## src/sac_pkg.sv

```systemverilog
`timescale 1ns / 1ps
// ----------------------------------------------------------------------------
// sac_pkg
// Shared types and constants of the spike autocorrelogram block.
// ----------------------------------------------------------------------------
package sac_pkg;

	localparam int HALF_BINS   = 256;
	localparam int WIN_DEPTH   = 64;
	localparam int NBINS       = 2 * HALF_BINS;
	localparam int TIME_W      = 64;
	localparam int COUNT_W     = 32;
	localparam int BW_W        = 20;
	localparam int HB_W        = 9;
	localparam int IDX_W       = $clog2(NBINS);
	localparam int PTR_W       = $clog2(WIN_DEPTH);
	localparam int FILL_W      = $clog2(WIN_DEPTH + 1);
	localparam int QUO_W       = $clog2(HALF_BINS);
	localparam int LIM_W       = HB_W + BW_W;
	localparam int REM_W       = BW_W + QUO_W;
	localparam int CFG_IDX_W   = 1;

	localparam logic [CFG_IDX_W-1:0] REG_BIN_WIDTH = 1'd0;
	localparam logic [CFG_IDX_W-1:0] REG_HALF_BINS = 1'd1;

	localparam logic OP_SPIKE = 1'b0;
	localparam logic OP_READ  = 1'b1;

	typedef struct packed {
		logic              opcode;
		logic [TIME_W-1:0] spike_time;
		logic [IDX_W-1:0]  read_index;
	} item_t;

	typedef struct packed {
		logic  valid;
		item_t item;
	} front_out_t;

	typedef struct packed {
		logic take;
		logic clearing;
	} back_ctrl_t;

	typedef struct packed {
		logic [BW_W-1:0] bw;
		logic [HB_W-1:0] hb;
	} cfg_t;

endpackage

```

## src/sac_front.sv

```systemverilog
`timescale 1ns / 1ps
// ----------------------------------------------------------------------------
// sac_front
// Input side: two-entry transaction queue in front of the sequencer.
// ----------------------------------------------------------------------------
module sac_front import sac_pkg::*; (
	input  logic              clk,
	input  logic              arst_n,
	input  logic              push,
	output logic              full,
	input  logic              opcode,
	input  logic [TIME_W-1:0] spike_time,
	input  logic [IDX_W-1:0]  read_index,
	input  back_ctrl_t        ctrl,
	output front_out_t        fout
);

	item_t      ent_q [2];
	logic       rd_q;
	logic       wr_q;
	logic [1:0] cnt_q;
	logic       acc;
	logic       take;

	assign full = (cnt_q == 2'd2) || ctrl.clearing;
	assign acc  = push && !full;
	assign take = ctrl.take && (cnt_q != 2'd0);

	assign fout.valid = (cnt_q != 2'd0);
	assign fout.item  = ent_q[rd_q];

	always_ff @(posedge clk) begin
		if (acc) begin
			ent_q[wr_q] <= '{opcode: opcode, spike_time: spike_time, read_index: read_index};
		end
	end

	always_ff @(posedge clk or negedge arst_n) begin
		if (!arst_n) begin
			rd_q  <= 1'b0;
			wr_q  <= 1'b0;
			cnt_q <= 2'd0;
		end else begin
			if (acc) wr_q <= ~wr_q;
			if (take) rd_q <= ~rd_q;
			cnt_q <= cnt_q + {1'b0, acc} - {1'b0, take};
		end
	end

endmodule

```

## config.mk

```make
export PLATFORM = sky130hd
export DESIGN_NAME = sac_front
export DESIGN_NICKNAME = d
export VERILOG_FILES = /design/src/sac_pkg.sv /design/src/sac_front.sv
export SDC_FILE = /design/constraint.sdc
export NUM_CORES = 1
export LEC_CHECK = 0
export BUFFER_PORTS_ARGS = -buffer_cell sky130_fd_sc_hd__buf_2
export CAP_MARGIN = 15
export CORE_MARGIN = 5
export CORE_UTILIZATION = 50
export CTS_CLUSTER_DIAMETER = 30
export DETAILED_ROUTE_END_ITERATION = 16
export PLACE_DENSITY = 0.77
export REMOVE_ABC_BUFFERS = 1
export SLEW_MARGIN = 25
export SYNTH_ARGS = -nofsm -noshare
export SYNTH_HDL_FRONTEND = slang
export SYNTH_SLANG_ARGS = --single-unit
```

## constraint.sdc

```tcl
create_clock -name clk -period 9.4 [get_ports clk]
set_clock_uncertainty 0.15 [all_clocks]
set_input_delay 0.47 -clock clk [delete_from_list [all_inputs] [get_ports clk]]
set_output_delay 0.47 -clock clk [all_outputs]
set_load 0.02 [all_outputs]
```

==> flow_summary_export.csv <==
group,metric,value,unit
clock_tree,clock_tree.root_cell,"clkbuf_16",
detailed_routing,ant_nets,0,
critical_path,reg2reg_depth,4,
hold_path,worstHoldStart,"spike_time[0]",
place,io_buffers,154,
yosys,synth_area,5750,um^2
clock_tree,numCtsBuffers,17,
global_routing,grt_pass1_vias,2933,
yosys,post_synth.cell_area_avg,23.1,um^2
hold_path,holdPathEnd,"ent_q[1][9]",
sta,max_freq,324,MHz
sta,finalCriticalPeriod,3080,ps
critical_path,cpPeakStageDelay,870,ps
yosys,netlist_instances,249,
hold_path,hold_class,"primary input to flop",
critical_path,crit_slowest_cell,"dfrtp_4",
yosys,yosys_warnings,0,
yosys,seq_area_frac_synth,0.790,
sta,period_share,0.328,
sta,tns,0,ps
sta,whs,107,ps
pwr,p_total,0.00217,W
yosys,post_synth_num_cell_types,15,
die,num_rows,39,
critical_path,crit_arrival,2460,ps
detailed_routing,drt_iter0_drc,116,
global_routing,grt_pass1_wl,14.5,mm
pwr,power_density,300,nW/um^2
pwr,p_int,0.00153,W
detailed_routing,drc,0,
yosys,synth-seq-cells,152,
global_routing,antenna_found_initial,0,
sta,slew_headroom,0.335,
finish,diodes,0,
finish,area_delta_synth_final,25.9,%
hold_path,worstHoldPathCells,1,
critical_path,cp_max_fo,42,
critical_path,r2r_slack,6640,ps
detailed_routing,routed_wl,9.79,mm
clock_tree,cts_htree_levels,4,
die,die_area,13800,um^2
detailed_routing,first_pass_iters,5,
yosys,synth_top_area_cell,"edfxtp_1",
die,start_util,0.506,
sta,finalHoldViolCount,0,
clock_tree,postCtsHoldBufs,1,
clock_tree,clkTransAtPathRegs,60,ps
critical_path,cp-start-kind,"flop",
pwr,clockPowerShare,0.293,
clock_tree,clock-sinks,152,
critical_path,worstPathRequired,8780,ps
die,core_area,11400,um^2
finish,final_common_cell,"buf_2",
critical_path,r2r_start,"cnt_q[1]",
critical_path,worstReg2RegEnd,"ent_q[1][47]",
pwr,power.share.switching,0.297,
die,die_h,117,um
finish,final_layout_size_suffix_gt1_frac,0.613,
clock_tree,clockBufferDepth,2,
detailed_routing,routed-via-count,2799,
clock_tree,post_cts_buffers,0,
place,gp_congestion,0.668,
yosys,yosysTopAreaCellShare,0.773,
place,dp_hpwl,6.57,mm
flow_run,max-cap-violations,0,
clock_tree,cts_tree,"built",
sta,worstMarginPinSlew,995,ps
finish,num-nets-final,499,
clock_tree,clock_latency,400,ps
critical_path,worstSetupEndpointType,"output port",
global_routing,grt_max_degree,43,
pwr,switchingPower,0.000646,W
detailed_routing,via_per_inst,4.88,
pwr,p_leak,2.84,nW
sta,drv_slew,0,
yosys,synth.area.top_cells,"edfxtp_1 (77%), mux2_4 (13%), mux2_2 (4.7%), dfrtp_1 (1.7%), buf_6 (1.2%)",
sta,rsz0062_at_grt,"no",
finish,layout_common_cells,"buf_2 (154), edfxtp_1 (148), mux2_4 (50), mux2_2 (24), clkbuf_16 (17)",
critical_path,crit_type,"flop to output port",
pwr,irDropWorstVdd,0.167,mV
global_routing,overflow,0,
die,fp.dieW,117,um
clock_tree,cts-resized-gates,0,
pwr,comb_power_share,0.287,
detailed_routing,drt-wirelength-per-cell,17.1,um
pwr,seq_power_share,0.420,
critical_path,crit_path_cell_trace,"buf_4 > mux2_2 > buf_2",
run_status,status,"finished, final reports clean",
die,io-pin-count,155,
global_routing,track_usage,0.144,
sta,setup_violations,0,
layer usage:
layer,wire (um),track usage,up-vias
li1,-,-,1319
met1,3820,0.166,1359
met2,5020,0.247,111
met3,843,0.0540,10
met4,106,0.0528,0
met5,0,0,-
cell families (layout without fill, tap and decap cells):
kind of cell / after synthesis / after routing / share of synthesized area
flops: 152 / 152 / 0.790
buf+inv: 10 / 192 / 0.0148
mux: 74 / 74 / 0.177
xor+xnor: 4 / 4 / 0.00609
simple gates: 7 / 7 / 0.00740
fa+ha+maj: 2 / 2 / 0.00435
synth_stat cells:
cell      number
nand2b_1       2
dfrtp_1        4
mux2_4        50
xor2_1         1
and2_4         1
buf_2          2
or2_2          1
ha_1           2
mux2_2        24
xnor2_1        3
buf_6          6
nand3b_1       1
nor2_1         2
edfxtp_1     148
inv_1          2
power groups by stage:
stage	registers, W	clock network [W]	logic [W]
4_1_cts	0.000915	0.000649	0.000636
3_5_place_dp	0.000929	0	0.000634
6_report	0.000913	0.000636	0.000623
2_1_floorplan	0.000943	0	0.000457
3_3_place_gp	0.000923	0	0.000625
5_1_grt	0.000925	0.000680	0.000663
critical path, delay by kind of cell (launching register included):
family / cells / cell delay [ps]
flops: 1 / 870
buf+inv: 2 / 760
mux: 1 / 410
layout make-up:
type	count	area, um^2
timing repair buffer	158	803
sequential	152	4550
fill	818	4130
clock buffer	19	433
inverter	2	7.51
multi-input combinational	87	1140
clock inverter	13	131
tap	143	179
stage by stage:
stage	cell area, um^2	cells	utilization	setup WS (ps)
after floorplan	5680	241	-	4940
after global placement	6670	541	0.586	6510
after detailed placement	6670	541	0.586	6420
after CTS	7240	574	0.637	6250
after global routing	7240	574	0.637	6190
final	7240	574	0.637	6320
state kept, by name (all words and copies together) (netlist names):
| name | flops |
|---|---|
| ent_q | 148 |
| cnt_q | 2 |
| wr_q | 1 |
| rd_q | 1 |
how the worst max path moves through the flow:
stage / startpoint / to / slack (ps) / cells after the start
4_1_cts: rd_q / fout[66] / 6250 / 3
6_report: rd_q / fout[66] / 6320 / 3
3_5_place_dp: ctrl[0] / ent_q[1][48] / 6420 / 4
3_3_place_gp: ctrl[0] / ent_q[0][47] / 6510 / 4
5_1_grt: rd_q / fout[66] / 6190 / 3
2_1_floorplan: ctrl[0] / ent_q[0][0] / 4940 / 2
No activity file was read; power rests on OpenSTA's default activity.
